--- config.mk ---
export PLATFORM = sky130hd
export DESIGN_NAME = panel_state_change_event_decoder_flat
export DESIGN_NICKNAME = d
export VERILOG_FILES = /design/src/rtl/core/psced_pkg.sv /design/src/rtl/core/psced_report_if.sv /design/src/rtl/core/panel_state_change_event_decoder.sv /design/src/rtl/core/psced_eval.sv /design/src/flat_wrapper.sv
export SDC_FILE = /design/constraint.sdc
export NUM_CORES = 1
export LEC_CHECK = 0
export ABC_AREA = 1
export BUFFER_PORTS_ARGS = -buffer_cell sky130_fd_sc_hd__buf_4
export CAP_MARGIN = 25
export CORE_MARGIN = 2
export CORE_UTILIZATION = 45
export DETAILED_ROUTE_END_ITERATION = 16
export GPL_TIMING_DRIVEN = 0
export PLACE_DENSITY = 0.64
export SETUP_SLACK_MARGIN = 0.3
export SYNTH_ARGS = -nofsm -noshare
export SYNTH_HDL_FRONTEND = slang
export SYNTH_SLANG_ARGS = --single-unit
--- constraint.sdc ---
create_clock -name clk -period 1.9 [get_ports clk]
set_clock_uncertainty 0.15 [all_clocks]
set_input_delay 0.38 -clock clk [delete_from_list [all_inputs] [get_ports clk]]
set_output_delay 0.38 -clock clk [all_outputs]
set_load 0.02 [all_outputs]
--- src/rtl/core/psced_pkg.sv ---
`timescale 1ns / 1ps
// ----------------------------------------------------------------------------
// psced_pkg
// Shared types and constants for the panel state-change event decoder.
// ----------------------------------------------------------------------------
package psced_pkg;

	// slider positions accepted: 0 .. LEVEL_COUNT-1
	localparam int unsigned LEVEL_COUNT = 16;
	localparam logic [8:0]  LEVEL_LIMIT = 9'(LEVEL_COUNT);

	localparam logic [7:0] HEADER_MARK   = 8'h0A;
	localparam logic [7:0] TRAILER_MARK  = 8'h00;
	localparam logic [7:0] CODE_IDLE     = 8'h00;
	localparam logic [7:0] CODE_TOUCH    = 8'h01;
	localparam logic [7:0] CODE_HELD     = 8'h02;
	localparam logic [7:0] CODE_RELEASE  = 8'h03;
	localparam logic [7:0] SLIDE_RELEASE = 8'h02;

	localparam logic [1:0] PART_POWER  = 2'd0;
	localparam logic [1:0] PART_COLOUR = 2'd1;
	localparam logic [1:0] PART_SLIDER = 2'd2;

	localparam logic [1:0] ACT_TOUCH   = 2'd0;
	localparam logic [1:0] ACT_RELEASE = 2'd1;
	localparam logic [1:0] ACT_UNKNOWN = 2'd2;

	typedef struct packed {
		logic [7:0] header_byte;
		logic [7:0] power_code;
		logic [7:0] colour_code;
		logic [7:0] slide_code;
		logic [7:0] slide_position;
		logic [7:0] trailer_byte;
	} report_t;

	typedef struct packed {
		logic       accepted;
		logic       has_event;
		logic [1:0] panel_part;
		logic [1:0] panel_action;
		logic       level_valid;
		logic [4:0] slide_level;
	} result_t;

endpackage

--- src/rtl/core/psced_report_if.sv ---
`timescale 1ns / 1ps
// ----------------------------------------------------------------------------
// psced_report_if / psced_result_if
// Valid/ready channels for panel reports and decoded results.
// ----------------------------------------------------------------------------
interface psced_report_if import psced_pkg::*; ();
	logic       valid;
	logic       ready;
	logic [7:0] header_byte;
	logic [7:0] power_code;
	logic [7:0] colour_code;
	logic [7:0] slide_code;
	logic [7:0] slide_position;
	logic [7:0] trailer_byte;

	modport source (
		output valid, header_byte, power_code, colour_code, slide_code,
		       slide_position, trailer_byte,
		input  ready
	);
	modport sink (
		input  valid, header_byte, power_code, colour_code, slide_code,
		       slide_position, trailer_byte,
		output ready
	);
endinterface

interface psced_result_if import psced_pkg::*; ();
	logic       valid;
	logic       ready;
	logic       accepted;
	logic       has_event;
	logic [1:0] panel_part;
	logic [1:0] panel_action;
	logic       level_valid;
	logic [4:0] slide_level;

	modport source (
		output valid, accepted, has_event, panel_part, panel_action,
		       level_valid, slide_level,
		input  ready
	);
	modport sink (
		input  valid, accepted, has_event, panel_part, panel_action,
		       level_valid, slide_level,
		output ready
	);
endinterface

--- src/rtl/core/panel_state_change_event_decoder.sv ---
`timescale 1ns / 1ps
// ----------------------------------------------------------------------------
// panel_state_change_event_decoder
// Decodes full-state touch panel reports into at most one change event.
//
//   channel  | dir | beat contents
//   ---------+-----+---------------------------------------------------
//   report   | in  | header, power/colour/slide codes, position, trailer
//   result   | out | accepted, has_event, part, action, level
//
// One report per cycle sustained while the result side keeps taking results.
// Input register feeds the decode logic, result register holds the answer.
// Reset clears both valid flags and the stored panel state to zero.
// A stalled result holds the pipe; report.ready drops only when the input
// register is full and the result register cannot drain.
// ----------------------------------------------------------------------------
module panel_state_change_event_decoder import psced_pkg::*; (
	input  logic                  clk,
	input  logic                  arst_n,
	psced_report_if.sink          report,
	psced_result_if.source        result
);

	logic    valid_s1;
	report_t rep_s1;
	logic    res_valid_q;
	result_t res_q;
	result_t res_next;
	logic    advance;
	logic    fire;

	assign advance      = !res_valid_q || result.ready;
	assign fire         = valid_s1 && advance;
	assign report.ready = !valid_s1 || advance;

	always_ff @(posedge clk or negedge arst_n) begin
		if (!arst_n) begin
			valid_s1 <= 1'b0;
		end else if (report.ready) begin
			valid_s1 <= report.valid;
		end
	end

	always_ff @(posedge clk) begin
		if (report.ready && report.valid) begin
			rep_s1.header_byte    <= report.header_byte;
			rep_s1.power_code     <= report.power_code;
			rep_s1.colour_code    <= report.colour_code;
			rep_s1.slide_code     <= report.slide_code;
			rep_s1.slide_position <= report.slide_position;
			rep_s1.trailer_byte   <= report.trailer_byte;
		end
	end

	psced_eval u_eval (
		.clk    (clk),
		.arst_n (arst_n),
		.fire   (fire),
		.rep    (rep_s1),
		.res    (res_next)
	);

	always_ff @(posedge clk or negedge arst_n) begin
		if (!arst_n) begin
			res_valid_q <= 1'b0;
		end else if (advance) begin
			res_valid_q <= valid_s1;
		end
	end

	always_ff @(posedge clk) begin
		if (fire) begin
			res_q <= res_next;
		end
	end

	assign result.valid        = res_valid_q;
	assign result.accepted     = res_q.accepted;
	assign result.has_event    = res_q.has_event;
	assign result.panel_part   = res_q.panel_part;
	assign result.panel_action = res_q.panel_action;
	assign result.level_valid  = res_q.level_valid;
	assign result.slide_level  = res_q.slide_level;

	a_result_from_stage: assert property (@(posedge clk) disable iff (!arst_n)
		$rose(res_valid_q) |-> $past(valid_s1))
		else $error("result appeared without a decoded report");

	a_full_pipe_stalls: assert property (@(posedge clk) disable iff (!arst_n)
		valid_s1 && res_valid_q && !result.ready |-> !report.ready)
		else $error("report taken while pipe is blocked");

	a_event_accepted: assert property (@(posedge clk) disable iff (!arst_n)
		res_valid_q && res_q.has_event |-> res_q.accepted)
		else $error("event flagged on a rejected report");

endmodule

--- src/rtl/core/psced_eval.sv ---
`timescale 1ns / 1ps
// ----------------------------------------------------------------------------
// psced_eval
// Framing check, change detection and event priority; holds the last well-framed report.
// ----------------------------------------------------------------------------
module psced_eval import psced_pkg::*; (
	input  logic    clk,
	input  logic    arst_n,
	input  logic    fire,
	input  report_t rep,
	output result_t res
);

	logic [7:0] prev_power_q;
	logic [7:0] prev_colour_q;
	logic [7:0] prev_slide_code_q;
	logic [7:0] prev_slide_position_q;

	logic       frame_ok;
	logic       col_ch;
	logic       pwr_ch;
	logic       sl_ch;
	logic [7:0] btn_code;
	logic [1:0] btn_part;
	logic [8:0] level_sum;

	function automatic logic button_moved(input logic [7:0] now, input logic [7:0] last);
		logic moved;
		moved = (now != last) &&
			((now != CODE_IDLE) || (last == CODE_TOUCH) || (last == CODE_HELD));
		return moved;
	endfunction

	assign frame_ok = (rep.header_byte == HEADER_MARK) &&
		(rep.trailer_byte == TRAILER_MARK) &&
		({1'b0, rep.slide_position} < LEVEL_LIMIT);

	assign col_ch = button_moved(rep.colour_code, prev_colour_q);
	assign pwr_ch = button_moved(rep.power_code, prev_power_q);
	assign sl_ch  = ((rep.slide_code != prev_slide_code_q) ||
		(rep.slide_position != prev_slide_position_q)) && (rep.slide_code != CODE_IDLE);

	// colour wins over power
	assign btn_code  = col_ch ? rep.colour_code : rep.power_code;
	assign btn_part  = col_ch ? PART_COLOUR : PART_POWER;
	assign level_sum = {1'b0, rep.slide_position} + 9'd1;

	always_comb begin
		res = '0;
		if (frame_ok) begin
			if (col_ch || pwr_ch) begin
				unique case (btn_code)
					CODE_TOUCH: begin
						res.accepted     = 1'b1;
						res.has_event    = 1'b1;
						res.panel_part   = btn_part;
						res.panel_action = ACT_TOUCH;
					end
					CODE_HELD: begin
						res.accepted     = 1'b1;
						res.has_event    = 1'b1;
						res.panel_part   = btn_part;
						res.panel_action = ACT_UNKNOWN;
					end
					CODE_IDLE, CODE_RELEASE: begin
						res.accepted     = 1'b1;
						res.has_event    = 1'b1;
						res.panel_part   = btn_part;
						res.panel_action = ACT_RELEASE;
					end
					default: begin
						// unknown code: reject, state still updates
					end
				endcase
			end else if (sl_ch) begin
				if (rep.slide_code == CODE_TOUCH) begin
					res.accepted     = 1'b1;
					res.has_event    = 1'b1;
					res.panel_part   = PART_SLIDER;
					res.panel_action = ACT_TOUCH;
					res.level_valid  = 1'b1;
					res.slide_level  = level_sum[4:0];
				end else if (rep.slide_code == SLIDE_RELEASE) begin
					res.accepted     = 1'b1;
					res.has_event    = 1'b1;
					res.panel_part   = PART_SLIDER;
					res.panel_action = ACT_RELEASE;
				end
			end else begin
				res.accepted = 1'b1;
			end
		end
	end

	// keep the last well-framed report
	always_ff @(posedge clk or negedge arst_n) begin
		if (!arst_n) begin
			prev_power_q          <= '0;
			prev_colour_q         <= '0;
			prev_slide_code_q     <= '0;
			prev_slide_position_q <= '0;
		end else if (fire && frame_ok) begin
			prev_power_q          <= rep.power_code;
			prev_colour_q         <= rep.colour_code;
			prev_slide_code_q     <= rep.slide_code;
			prev_slide_position_q <= rep.slide_position;
		end
	end

	a_bad_frame_holds: assert property (@(posedge clk) disable iff (!arst_n)
		fire && !frame_ok |=> $stable(prev_power_q) && $stable(prev_colour_q) &&
			$stable(prev_slide_code_q) && $stable(prev_slide_position_q))
		else $error("state changed on a rejected frame");

	a_event_needs_accept: assert property (@(posedge clk) disable iff (!arst_n)
		res.has_event |-> res.accepted && frame_ok)
		else $error("event without accepted frame");

	a_level_only_slider: assert property (@(posedge clk) disable iff (!arst_n)
		res.level_valid |-> res.panel_part == PART_SLIDER && res.panel_action == ACT_TOUCH)
		else $error("level on non-slider-touch event");

endmodule

--- src/flat_wrapper.sv ---
// flat-port wrapper written by rule: the top's interface ports become plain ports
module panel_state_change_event_decoder_flat import psced_pkg::*;
  (clk, arst_n, report_valid, report_header_byte, report_power_code, report_colour_code, report_slide_code, report_slide_position, report_trailer_byte, report_ready, result_valid, result_accepted, result_has_event, result_panel_part, result_panel_action, result_level_valid, result_slide_level, result_ready);
  psced_report_if report_i ();
  psced_result_if result_i ();
  input  logic clk;
  input  logic arst_n;
  input wire logic [$bits(report_i.valid)-1:0] report_valid;
  input wire logic [$bits(report_i.header_byte)-1:0] report_header_byte;
  input wire logic [$bits(report_i.power_code)-1:0] report_power_code;
  input wire logic [$bits(report_i.colour_code)-1:0] report_colour_code;
  input wire logic [$bits(report_i.slide_code)-1:0] report_slide_code;
  input wire logic [$bits(report_i.slide_position)-1:0] report_slide_position;
  input wire logic [$bits(report_i.trailer_byte)-1:0] report_trailer_byte;
  output wire logic [$bits(report_i.ready)-1:0] report_ready;
  output wire logic [$bits(result_i.valid)-1:0] result_valid;
  output wire logic [$bits(result_i.accepted)-1:0] result_accepted;
  output wire logic [$bits(result_i.has_event)-1:0] result_has_event;
  output wire logic [$bits(result_i.panel_part)-1:0] result_panel_part;
  output wire logic [$bits(result_i.panel_action)-1:0] result_panel_action;
  output wire logic [$bits(result_i.level_valid)-1:0] result_level_valid;
  output wire logic [$bits(result_i.slide_level)-1:0] result_slide_level;
  input wire logic [$bits(result_i.ready)-1:0] result_ready;
  assign report_i.valid = report_valid;
  assign report_i.header_byte = report_header_byte;
  assign report_i.power_code = report_power_code;
  assign report_i.colour_code = report_colour_code;
  assign report_i.slide_code = report_slide_code;
  assign report_i.slide_position = report_slide_position;
  assign report_i.trailer_byte = report_trailer_byte;
  assign report_ready = report_i.ready;
  assign result_valid = result_i.valid;
  assign result_accepted = result_i.accepted;
  assign result_has_event = result_i.has_event;
  assign result_panel_part = result_i.panel_part;
  assign result_panel_action = result_i.panel_action;
  assign result_level_valid = result_i.level_valid;
  assign result_slide_level = result_i.slide_level;
  assign result_i.ready = result_ready;
  panel_state_change_event_decoder u_core (.clk(clk), .arst_n(arst_n), .report(report_i), .result(result_i));
endmodule
==> results by stage, run 1 <==
Placement:
- During placement, the flow inserted port buffers numbering 65.
- After legalization and detailed placement, the total HPWL measured roughly 5.2 mm.
- The placer's final routability congestion estimate is ~0.79.

STA:
- The number of setup violations in the final report is 8.
- The achievable frequency is 0.512 GHz.
- Setup repair after global routing could not meet its margin everywhere.
- For the pin with the worst max-slew slack, the measured transition is about 470 ps.
- The total count of hold-check failures in the final report is 0.
- In this run the tightest slew margin relative to its limit is 68.9%.
- The slack of the critical path is -52.8 ps.
- The final cycle utilization of the critical path is 103%.
- The routed design could run at a clock period as short as about 2000 ps.
- The worst hold-check slack is roughly 19 ps.
- The max-slew violation total from the final report came to 0.

Worst setup path:
- The worst-path cell with the longest stage delay is edfxtp_1.
- The nature of the critical path endpoint is a flip-flop.
- The delay of the slowest cell on the worst path is 430 ps.
- The critical path in this run is classified as reg2reg.
- The category of the worst setup path launch point is a flip-flop.
- The worst register-to-register path has a depth of 11.
- The worst register-to-register path begins at u_core.rep_s1[29].
- The critical path goes through buf_4 -> nand2_1 -> nand2_1 -> nand2_1 -> nor2_1 -> nand2_2 -> nand2_4 -> inv_4 -> nor2_4 -> nand3_4 -> nor2_2.
- At the worst endpoint, the arrival time is between 2000 and 2500 ps.
- Of all nets on the critical path, the largest fanout is 8.
- By instance count, the cell type seen most on the critical path is nand2_1.
- The destination of the critical timing path is u_core.result.slide_level[0].
- The startpoint of the worst setup timing path is u_core.rep_s1[29].
- The required time reported for the critical path endpoint is 1990 ps.
- The destination of the worst register-to-register timing path is u_core.result.slide_level[0].
- The minimum setup slack among reg-to-reg paths is -50 ps.

Global route:
- The global-route wire length before repair is between 10 and 15 mm.
- The number of global-route vias before repair came to 2868.
- Entering global routing, the biggest net connects 35 pins.
- The global-route congestion overflow total is 0.
- The initial antenna violation count is 0.
- The global-route total usage across every layer is 17.2%.

Detailed routing:
- The vias after detailed routing is between 3000 and 4000.
- The number of antenna-violating nets in the routed design is 0.
- In the routed layout, each cell is associated on average with a via count of approximately 4.8.
- The post-detailed-route wirelength per cell is 14.5 µm.
- The number of DRC violations after detailed-routing iteration 0 is just over 90.
- After detailed routing, the total wire length is between 9 and 10 mm.
- In the routed design, unresolved DRC markers number 0.
- The detailed-routing iteration count for the pre-antenna-repair pass is 4.

Run status:
- The final reports fail on negative setup slack.
- The flow ran to the end, but the final reports show violations.

Yosys:
- In this run, distinct cell masters in the synthesized netlist total 27.
- Sequential elements use approximately two thirds of the synthesized area.
- The flip-flop and latch count after synthesis is between 90 and 100.
- The count of warnings emitted by yosys is 0.
- The number of nets handed over by synthesis was 440.
- The average instance area after synthesis is ~10 µm².
- The cell area that synthesis handed to floorplanning was just over 4000 µm².
- The cell count after synthesis is a little under 400.

Floorplanning:
- The starting utilization of the core area is a little under half.
- The site row count is 34.
- Measured along the y axis, the die boundary spans approximately 99 µm.
- The floorplan step defined a core boundary enclosing roughly 8700 µm².
- The die outline width is 98.7 µm.
- The area of the die is between 9000 and 10000 µm².
- In this run the count of I/O pins placed on the die edge is 66.

Pwr:
- The cell leakage power is approximately 2.5 nW.
- The total power of the final layout is 4.36 mW.
- The maximum VDD drop is 0.000459 V.
- In this run the power spent charging and discharging nets is 1.13 mW.
- The clock group share of total power is 33.5%.
- The internal power consumption is approximately 3.2 mW.
- In this run, flip-flops and latches consume 54.4% of the power.
- The combinational share of power is approximately an eighth.
- In this run the power density over the cells is roughly 740 nW/µm².
- In this run switching power makes up between 20% and 30% of total power.

Clock network:
- Clock tree synthesis inserted a total of 9 buffers.
- The number of buffers between clock root and the deepest sink is 2.
- CTS placed an instance of clkbuf_8 at the clock tree root.
- TritonCTS built the clock tree.
- The deepest level of the CTS H-tree is 3.
- The worst-skew pair later-pin latency is 380 ps.
- After clock tree synthesis, the clock-pin slew on the worst setup and hold paths is about 110 ps.
- The total clock sinks is between 90 and 100.

Layout:
- The filler cells instantiated in the layout total between 600 and 700.
- The repair_antennas step left the layout with diodes totalling 0.
- Cells fill approximately 67% of the core in the end.
- The fraction of final layout cells with drive strength greater than 1 is 39.2%.
- For this run, the post-layout net count is between 500 and 600.
- The layout overhead on the synthesized area is 45.4%.

Hold path:
- The class of the worst hold path is in2reg.

Job:
- Across the run, the number of max-cap violations was 0.
[final cells by class]
cell class                      instances  area, µm²  area share [%]
Buffer                                  5       75.1            1.28
Clock buffer                            9        124            2.11
Clock inverter                          7       95.1            1.62
Inverter                               47        190            3.24
Multi-Input combinational cell        243       1480            25.3
Sequential cell                        94       2660            45.2
Tap cell                              108        135            2.30
Timing Repair Buffer                  120       1090            18.6
Timing Repair inverter                  3       22.5           0.384
[power by group through the flow]
stage	Sequential, mW	Clock [mW]	Combinational [mW]
2_1_floorplan	2.43	0	0.152
3_3_place_gp	2.41	0	0.350
3_5_place_dp	2.42	0	0.360
4_1_cts	2.37	1.48	0.412
5_1_grt	2.38	1.57	0.570
6_report	2.37	1.46	0.529
[critical path, delay by kind of cell, from the launching register on]
kind,cells,cell delay [ps]
buffers and inverters,2,190
AND/OR/NAND/NOR,9,1040
flip-flops,1,430
[cell usage after synthesis, drive strengths merged]
library cell,n,area [µm²]
nand2,113,437
nor4,3,25.0
nand3,20,113
xnor2,21,184
nor3,2,10.0
nand3b,1,7.51
xor2,2,17.5
a21oi,3,15.0
inv,47,176
dfrtp,34,851
buf,5,25.0
ha,1,12.5
nand4,6,37.5
o21ai,26,134
nor2,41,179
or2,2,12.5
edfxtp,60,1800
[cells by family (layout without fill, tap and decap cells)]
kind of cell	after synthesis	after routing	share of synthesized area, %
flip-flops	94	94	65.7
AND/OR/NAND/NOR	188	190	20.3
adder cells (fa/ha/maj)	1	1	0.310
XOR/XNOR	23	23	4.99
AO/OA/AOI/OAI	29	29	3.69
buffers and inverters	52	191	4.99
[routing by layer]
metal	track usage, %	share of wire [%]
met1	21.9	42
met5	0	0
met3	5.11	3.6
met4	6.22	1.7
met2	28.1	52
[worst min path at each step]
| stage | from | end | slack, ps | cells after the start |
|---|---|---|---|---|
| after global routing | report_header_byte[4] | u_core.rep_s1[44] | -6 | 1 |
| after global placement | arst_n | u_core.u_eval.prev_colour_q[2] | 220 | 1 |
| after detailed placement | arst_n | u_core.u_eval.prev_colour_q[2] | 210 | 1 |
| final | report_colour_code[6] | u_core.rep_s1[30] | 20 | 1 |
| after floorplan | arst_n | u_core.result.valid | -70 | 0 |
| after CTS | report_slide_code[6] | u_core.rep_s1[22] | 6 | 1 |
[cells in the final DEF (no fill, tap or decap), types with 2 or more instances in the layout]
master          n
dfrtp_2         2
nand4_1         6
dfrtp_1        32
inv_8           5
buf_8           6
edfxtp_1       60
inv_1          37
xor2_1          2
nor4_2          2
xnor2_1        20
nand2_2        21
nand2_4         8
dlygate4sd3_1  19
clkbuf_8        9
nor2_4          2
inv_2           6
o21ai_1        15
nand3_1        14
buf_4          87
nor3_1          2
buf_12          2
buf_6           6
clkinvlp_4      6
nand2_8         3
nand3_2         4
o21ai_2        10
nor2_1         26
nor2_2         13
nand2_1        83
clkbuf_16       5
nand3_4         2
[through the flow]
step | TNS, ps | cells | setup WS, ps | cell area [µm²]
6_report | -275 | 636 | -52.8 | 5870
5_1_grt | -1270 | 636 | -180 | 5870
4_1_cts | 0 | 594 | 95.0 | 5110
3_5_place_dp | -28610 | 560 | -449 | 4690
3_3_place_gp | -24340 | 560 | -389 | 4690
2_1_floorplan | -136 | 387 | -2.83 | 4070
[what timing repair did]
item                                    CTS  global route
endpoints found under the setup margin   93            46
endpoints found under the hold margin    34            18
gates resized for setup                  22            92
gates cloned                              3             7
hold buffers                              1            18
buffers inserted                         14            17
pin swaps                                14            22
[state kept, by name, indices dropped and copies added (netlist names)]
name and count:
u_core.rep_s1 48, u_core.result.accepted 1, u_core.result.has_event 1, u_core.result.level_valid 1, u_core.result.panel_action 2, u_core.result.panel_part 2, u_core.result.slide_level 5, u_core.result.valid 1
u_core.u_eval.prev_colour_q 8, u_core.u_eval.prev_power_q 8, u_core.u_eval.prev_slide_code_q 8, u_core.u_eval.prev_slide_position_q 8, u_core.valid_s1 1
Power figures use the tool's default switching activity.
==> run 2: changes to the inputs <==
--- a/config.mk
+++ b/config.mk
@@ -9,11 +9,12 @@
 export BUFFER_PORTS_ARGS = -buffer_cell sky130_fd_sc_hd__buf_4
 export CAP_MARGIN = 25
 export CORE_MARGIN = 2
-export CORE_UTILIZATION = 45
+export CORE_UTILIZATION = 51
 export DETAILED_ROUTE_END_ITERATION = 16
 export GPL_TIMING_DRIVEN = 0
-export PLACE_DENSITY = 0.64
+export PLACE_DENSITY = 0.72
 export SETUP_SLACK_MARGIN = 0.3
 export SYNTH_ARGS = -nofsm -noshare
 export SYNTH_HDL_FRONTEND = slang
+export SYNTH_HIERARCHICAL = 1
 export SYNTH_SLANG_ARGS = --single-unit
==> run 2 against run 1 <==
Core utilization grew 5.6 points. Combinational power shrank 21%. Critical path type unchanged. Critical endpoint is now u_core/result.slide_level[2]. Worst setup slack better by 18 ps. Area after synthesis rose by 3.5%. Maximum frequency increased by 0.95%. Sequential share of layout area fell by 0.27 points. Cell count stayed put. Critical path depth shrank 1. The run still ends with negative setup slack left. Non-clock buffer count decreased by 9. Global-route usage grew 3.5 points. Register-to-register slack improved by 20 ps. Largest cell class unchanged.
==> results by stage, run 2 <==
Yosys:
- Counting flops and latches in the post-synthesis netlist gives 94.
- Sorting the synthesized cells by area gives the leading types as edfxtp_1 (43%), dfrtp_1 (20%), nand2_1 (11%).
- The synthesized netlist devotes between 3 and 4% of its cell area to compound gates.
- The predominant post-synthesis flop cell is edfxtp_1.
- The number of different library cells used by synthesis comes to 28.
- The post-synthesis net count is 454.
- The xor-xnor portion of the synthesized cell area is 3.98%.
- The sequential fraction of the synthesis area is 63.5%.
- Counting flops with an async set or reset pin after synthesis yields a share of roughly 36%.
- The average instance area after synthesis is 10.4 µm².
- The adder and majority cell fraction of the synthesized area is less than 1%.
- The mapped netlist covers about 4200 µm².
- The most frequent cell after synthesis is nand2_1.
- The portion of synthesized area spent on multiplexers is 0%.
- The combinational family with the most area after synthesis is simple AND/OR/NAND/NOR gates.
- edfxtp_1 takes more of the synthesized area than any other cell.
- The area share of the largest cell type after synthesis is between 40% and 50%.
- During synthesis, Yosys emitted a total of 6 warnings.
- The number of flops mapped to enable cells by yosys is 60.
- Synthesis handed over a netlist of about 400 instances.
- Of the total synthesized cell area, the portion taken by AND, OR, NAND and NOR gates is a little under a quarter.
- In the synthesized netlist, the cells that appear most often are nand2_1 (123), edfxtp_1 (60), inv_1 (45).

Job:
- The number of max-cap violations is 0.

Hold path:
- The class of the worst hold path is in2reg.

STA:
- Counting I/O delays and the setup requirement, the final critical path takes 1930 ps.
- The max-slew violation total from the final report is 0.
- The normalized max-slew margin is between 70 and 80%.
- The aggregate negative setup slack is -200 ps.
- Setup repair after global routing could not meet its margin everywhere.
- Timing would allow up to around 0.52 GHz.
- For the pin with the worst max-slew slack, the measured transition is ~450 ps.
- The total count of hold-check failures in the final report came to 0.
- The number of setup violations in the final report is 8.
- The slack of the critical path is -34.3 ps.
- In the finished design, the share of the clock period the worst path needs comes to 102%.

Global route:
- The number of global-route vias before repair came to just over 3000.
- Summed over all layers, the global routing overflow is 0.
- The global-route total usage across every layer is between 20% and 30%.
- The initial antenna violation count is 0.
- The first global-routing pass estimated approximately 14 mm of wire.
- The maximum number of pins on one net before global-route repair is 35.

Worst setup path:
- The maximum net fanout on the critical path is 7.
- The worst-path cell with the longest stage delay is edfxtp_1.
- On the critical path the largest part of the delay comes from simple AND/OR/NAND/NOR gates.
- The buffers plus inverters on the worst setup path is 1.
- STA classifies the critical path endpoint as a flip-flop.
- On the worst path, the slowest cell contributes a delay of between 400 and 500 ps.
- STA classifies the critical path startpoint as a flip-flop.
- The classification of the worst setup path is reg2reg.
- The data arrival time of the critical path is roughly 2000 ps.
- The required time reported for the critical path endpoint is between 1500 and 2000 ps.
- The critical path goes through xnor2_1 -> nand2_1 -> nor2_2 -> nand2_2 -> nand2_4 -> buf_12 -> nand2_8 -> nor2_8 -> nand2_4 -> nor2_2.

Pwr:
- The reported net switching power is roughly 940 µW.
- Summed over all cells, the static leakage comes to 2.66 nW.
- The power per cell area is slightly above 700 nW/µm².
- Sequential cells account for 56.0% of the total power.
- Internal power comes to approximately 3.2 mW.
- The design draws approximately 4.2 mW.
- The switching share of power is between 20% and 30%.
- The clock group share of total power is between 30% and 40%.
- The share of total power dissipated in combinational logic is approximately a tenth.
- IR analysis of the VDD net gives a maximum drop of around 0.00064 V.

Layout:
- The filler cells instantiated in the layout total between 500 and 600.
- The layout overhead on the synthesized area is 41.3%.
- The leading cell type in the layout, fill and taps excluded is buf_4.
- The flip-flop count of the largest register after layout is 48.
- Ranked by flip-flop count, first place goes to u_core/rep_s1.
- The number of nets in the layout is 579.
- In the layout the commonest cells are buf_4 (93), nand2_1 (84), edfxtp_1 (60).
- The number of antenna repair diodes is 0.
- The post-route netlist has between 40% and 50% of its cells at a drive strength greater than 1.

Placement:
- The count of input and output buffers is 65.
- The detailed-placement wirelength estimate is 5.38 mm.
- The post-placement setup slack is -387 ps.
- The placer's final routability congestion estimate is roughly 0.83.

Floorplanning:
- The floorplan die height is 94.5 µm.
- The area inside the core boundary is 8090 µm².
- The area of the die is around 8900 µm².
- The starting utilization of the core area is between 50% and 60%.
- The die outline width is roughly 95 µm.
- During I/O placement, the number of pins put on the boundary was 66.
- In this run the core area contains 33 standard-cell rows.

Clock network:
- CTS built an H-tree with a depth of 3.
- After clock tree synthesis, the clock-pin slew on the worst setup and hold paths is around 90 ps.
- The total clock sinks is 94.
- TritonCTS built the clock tree.
- The root cell of the clock tree is clkbuf_8.
- Clock tree synthesis inserted a total of 9 buffers.
- In this run the deepest clock path goes through 2 buffers.
- The worst-skew pair later-pin latency is around 360 ps.

Detailed routing:
- After detailed routing, the number of remaining DRC violations is 0.
- The detailed-routing iteration count for the pre-antenna-repair pass is 4.
- The vias after detailed routing is 3197.
- The count of nets left with antenna violations once routing finished came out at 0.
- For this block, the initial DRC count from the detailed router was 190.
- The post-detailed-route wirelength per cell is roughly 15 µm.
- The routed design has 9.57 mm of wire.
- Dividing the detail-routed via count by the number of cells gives between 5 and 6.

Run status:
- The checks that failed: negative setup slack.
- The flow ran to the end, but the final reports show violations.
-- run 2: changes by cell type after synthesis, moves of 4 or more --
cell     before  now
xnor2_1      21   14
o21ai_0      15    7
buf_2         5    0
nand3_2       0    4
buf_6         0    4
nand3_1      19   13
nand4_1       6   11
nand2_1     110  123
-- run 2: layout make-up --
type	instances	area, µm²	share of cell area (%)
well taps	105	131	2.23
inverters	51	209	3.54
clock inverters	6	87.6	1.48
repair inverters	4	30.0	0.509
multi-input cells	250	1590	26.8
flip-flops and latches	94	2650	44.9
clock buffers	10	128	2.16
repair buffers	110	983	16.7
plain buffers	6	96.3	1.63
-- run 2: layer usage --
layer	GRT usage [%]	routed length [µm]	vias to the layer above
met2	35.4	5000	101
met4	8.94	314	0
met5	0	0	-
met1	24.9	3810	1536
met3	5.51	440	23
li1	-	-	1537
-- run 2: path summary, 6_finish.rpt --
kind,to,start,cells past startpoint,slack [ps]
worst min-delay path,u_core/rep_s1[44],report_header_byte[4],1,40
worst max-delay path,u_core/result.slide_level[2],u_core/rep_s1[26],10,-30
max in group asynchronous,u_core/result.valid,arst_n,2,890
worst min register to register,u_core/u_eval/prev_slide_code_q[4],u_core/u_eval/prev_slide_code_q[4],2,370
min in group asynchronous,u_core/u_eval/prev_power_q[7],arst_n,2,360
worst max register to register,u_core/result.slide_level[2],u_core/rep_s1[26],10,-30
-- run 2: kinds of logic after synthesis --
group | Yosys count
buffers and inverters | 57
and+or+nand+nor | 206
adders and majority gates | 1
xor gates and xnor gates | 19
DFF | 94
AOI/OAI and AO/OA | 24
-- run 2: power groups by stage --
stage	Sequential, mW	Combinational, mW	Clock, mW
after floorplan	2.39	0.131	0
after global placement	2.38	0.295	0
after detailed placement	2.38	0.301	0
after CTS	2.33	0.349	1.44
after global routing	2.34	0.456	1.52
final	2.33	0.419	1.41
-- run 2: timing repair --
| item | 4_1_cts | 5_1_grt |
|---|---|---|
| cloned | 4 | 5 |
| endpoints found under the hold margin | 34 | 0 |
| hold buffers | 1 | 0 |
| pin swaps | 17 | 23 |
| endpoints found under the setup margin | 91 | 93 |
| resized for setup | 36 | 86 |
| setup buffers | 21 | 18 |
-- run 2: per-stage QoR --
stage               cell area, µm²  hold slack [ps]  util (%)  std cells
finish                        5900             42.3      73.0        636
global route                  5900             15.4      73.0        636
CTS                           5390             26.2      66.6        613
detailed placement            4830              209      59.7        571
global placement              4830              211      59.7        571
floorplan                     4210            -65.6         -        401
==> run 3: changes to the inputs <==
--- a/config.mk
+++ b/config.mk
@@ -9,12 +9,11 @@
 export BUFFER_PORTS_ARGS = -buffer_cell sky130_fd_sc_hd__buf_4
 export CAP_MARGIN = 25
 export CORE_MARGIN = 2
-export CORE_UTILIZATION = 51
+export CORE_UTILIZATION = 46
 export DETAILED_ROUTE_END_ITERATION = 16
 export GPL_TIMING_DRIVEN = 0
-export PLACE_DENSITY = 0.72
+export PLACE_DENSITY = 0.66
 export SETUP_SLACK_MARGIN = 0.3
 export SYNTH_ARGS = -nofsm -noshare
 export SYNTH_HDL_FRONTEND = slang
-export SYNTH_HIERARCHICAL = 1
 export SYNTH_SLANG_ARGS = --single-unit
==> run 3 against run 2 <==
The run now ends clean. Critical path depth is 2 higher. Critical path type unchanged. Power decreased by 2.2%. Sequential share of layout area increased by 2.4 points. Critical endpoint is now u_core.result.panel_action[0]. Via count fell by 2.4%. Register-to-register slack better by 70 ps. Worst setup slack better by 68 ps. Highest routed layer unchanged. Global-route usage is 1.7 points lower. Cell count shrank 3.5%. Combinational power grew 9.1%. Maximum frequency increased by 3.6%.
==> results by stage, run 3 (synthesis results as in run 1) <==
STA:
- The final cycle utilization of the critical path is 98.2%.
- Setup repair after global routing could not meet its margin everywhere.
- Subtracting the final worst setup slack from the clock period gives 1870 ps.
- At the pin with the least slew margin, the transition time is 484 ps.
- The slack of the critical path is between 30 and 40 ps.
- The worst pin sits at a relative slew slack of between 60% and 70%.
- The achievable frequency is between 0.5 and 0.6 GHz.
- The max-slew violation total from the final report is 0.
- Setup violations remaining at the end of the flow were counted as 0.
- The total count of hold-check failures in the final report was 0.

Hold path:
- The number of cells on the worst hold path is 1.
- The worst hold path terminates at u_core.rep_s1[37].
- The path class of the tightest hold or removal check is in2reg.
- The worst hold path begins at report_power_code[5].

Worst setup path:
- The largest individual stage delay along the critical path comes from the cell edfxtp_1.
- In this run the critical register-to-register path is captured at u_core.result.panel_action[0].
- The data arrival time of the critical path is 1840 ps.
- The startpoint identified for the worst register-to-register timing path is u_core.rep_s1[24].
- Traced cell by cell, the critical path runs through inv_2 -> buf_4 -> buf_4 -> buf_4 -> buf_4 -> buf_4 -> buf_4 -> nand3_1 -> nand2_1 -> nand2_1 -> nand3_1 -> nand2_1.
- The required time reported for the critical path endpoint is roughly 1900 ps.
- The classification of the worst setup path is reg2reg.
- The most used cell along the critical path is buf_4.
- The category of the worst setup path launch point is a flip-flop.
- The number of cells on the worst reg-to-reg path is 12.
- In this run the register-to-register setup slack is approximately 34 ps.
- The delay of the slowest cell on the worst path is ~450 ps.
- The critical path starts at u_core.rep_s1[24].
- Along the worst path, the maximum fanout reaches 4.
- STA classifies the critical path endpoint as a flip-flop.

Clock network:
- The total clock sinks is 94.
- The worst-skew pair later-pin latency is approximately 370 ps.
- In this run the number of H-tree levels came out at 3.
- No sink is reached through more buffers than the 2 on the longest clock path.
- TritonCTS created 9 clock buffers.
- The TritonCTS clock tree is yes.
- Clock-pin slew was measured on the worst setup and hold paths at about 100 ps.
- The root cell of the clock tree is clkbuf_8.

Layout:
- The fraction of final layout cells with drive strength greater than 1 is between 30% and 40%.
- The layout has about 700 filler cells.
- In the layout the commonest cells are nand2_1 (90), buf_4 (85), edfxtp_1 (60).
- The library cell used most frequently in the layout, excluding fill and tap cells, is nand2_1.
- The register with the most flip-flops in the final layout is u_core.rep_s1.
- At the end of the flow, the number of nets in the layout was 554.
- Across the whole layout, storage elements account for around 2700 µm².
- The total area of multi-input combinational cells is ~1500 µm².
- The register with the most flip-flops in the layout has 48 of them.
- Compared with the post-synthesis result, the final layout area differs by 38.7%.
- The cell area after layout is about 5600 µm².
- The repair_antennas step left the layout with diodes totalling 0.

Placement:
- The count of input and output buffers is 65.
- Summing all placed instances gives a cell area of 4690 µm².
- The post-placement setup slack is -449 ps.
- Detailed placement finished with a half-perimeter wire length of about 5.3 mm.
- The congestion estimate from routability-driven global placement came to 0.801.

Run status:
- The run finished with clean final reports.

Floorplanning:
- After floorplanning, the core was divided into 34 placement rows.
- The die is approximately 98 µm wide.
- The top-level port count is 66.
- The die covers between 9000 and 10000 µm².
- The floorplan die height is ~98 µm.
- The area inside the core boundary is 8640 µm².
- The initial utilization of the core area, before any placement, comes to 46.8%.

Global route:
- The global-route wire length before repair is around 14 mm.
- The initial antenna violation count was 0.
- The number of global-route vias before repair is 3006.
- In the global route stage, overall resource usage came out at a little under a fifth.
- After global routing the overflow that remains totals 0.
- Entering global routing, the biggest net connects 35 pins.

Detailed routing:
- In the routed layout, each cell is associated on average with a via count of 5.08.
- The detailed router finished its first iteration with 198 violations.
- Dividing the detail-routed wire length by the instance count gives about 15 µm.
- The first detailed-routing pass took 5 iterations.
- The detailed-route wire length is between 9 and 10 mm.
- For this run, design rule violations remaining after detail routing come to 0.
- The detailed router placed approximately 3100 vias in this run.
- The number of antenna-violating nets in the routed design is 0.

Pwr:
- Across the VDD grid, the largest voltage drop is roughly 0.0004 V.
- The total power of the final layout is between 4 and 5 mW.
- Summed over all cells, the static leakage comes to ~2.5 nW.
- Dividing total power by cell area gives a power density of around 730 nW/µm².

Job:
- The number of max-cap violations is 0.
run 3: cell types whose count changed in the layout (fill, tap and decap cells not counted), sizes merged, moves of 3 or more:
cell / before / now
nand2: 130 / 113
xor2: 5 / 2
o21ai: 21 / 26
xnor2: 14 / 21
clkinv: 4 / 0
nor4: 0 / 3
inv: 49 / 46
buf: 113 / 101
clkinvlp: 6 / 11
nand4: 11 / 6
run 3: cell type report:
type	count	share of cell area, %
buffer	5	1.36
clock buffer	9	2.21
clock inverter	7	1.03
inverter	47	3.40
multi-input combinational	241	25.9
sequential	94	47.4
tap	108	2.41
timing repair buffer	100	15.9
timing repair inverter	3	0.402
run 3: metrics by stage:
stage / std cells / hold WS [ps] / util, % / TNS [ps]
global placement: 560 / 214 / 54.3 / -23070
finish: 614 / 30.6 / 64.9 / 0
global route: 614 / 10.5 / 64.9 / -318
CTS: 603 / 19.5 / 60.6 / 0
floorplan: 387 / -65.6 / - / -136
detailed placement: 560 / 218 / 54.3 / -27270
run 3: timing repair:
action / 4_1_cts / 5_1_grt
setup buffers: 21 / 9
hold buffers: 1 / 0
cloned: 5 / 2
endpoints found under the setup margin: 92 / 62
hold endpoints to repair: 34 / 0
pin swaps: 20 / 25
resized for setup: 33 / 79
run 3: layer usage:
layer	GRT usage [%]	wire, µm
met5	0	0
met4	8.33	258
met3	3.74	522
met2	30.5	4670
met1	25.5	3720
run 3: critical path: cells and delay by family (launching register included):
kind,cells,cell delay (ps)
AND/OR/NAND/NOR,5,370
buffers and inverters,7,660
flip-flops,1,450
run 3: worst max path at each step:
stage | cells past startpoint | to
3_3_place_gp | 5 | u_core.rep_s1[27]
5_1_grt | 11 | u_core.result.slide_level[4]
2_1_floorplan | 3 | u_core.rep_s1[0]
4_1_cts | 9 | u_core.result.slide_level[1]
3_5_place_dp | 5 | u_core.rep_s1[26]
6_report | 12 | u_core.result.panel_action[0]
run 3: report_power, final:
part,total (mW),internal (mW),leakage [nW],switching [mW]
clock network,1.24,0.488,0.0760,0.754
logic,0.457,0.213,1.34,0.245
registers,2.37,2.31,1.03,0.0651
total,4.07,3.01,2.45,1.06
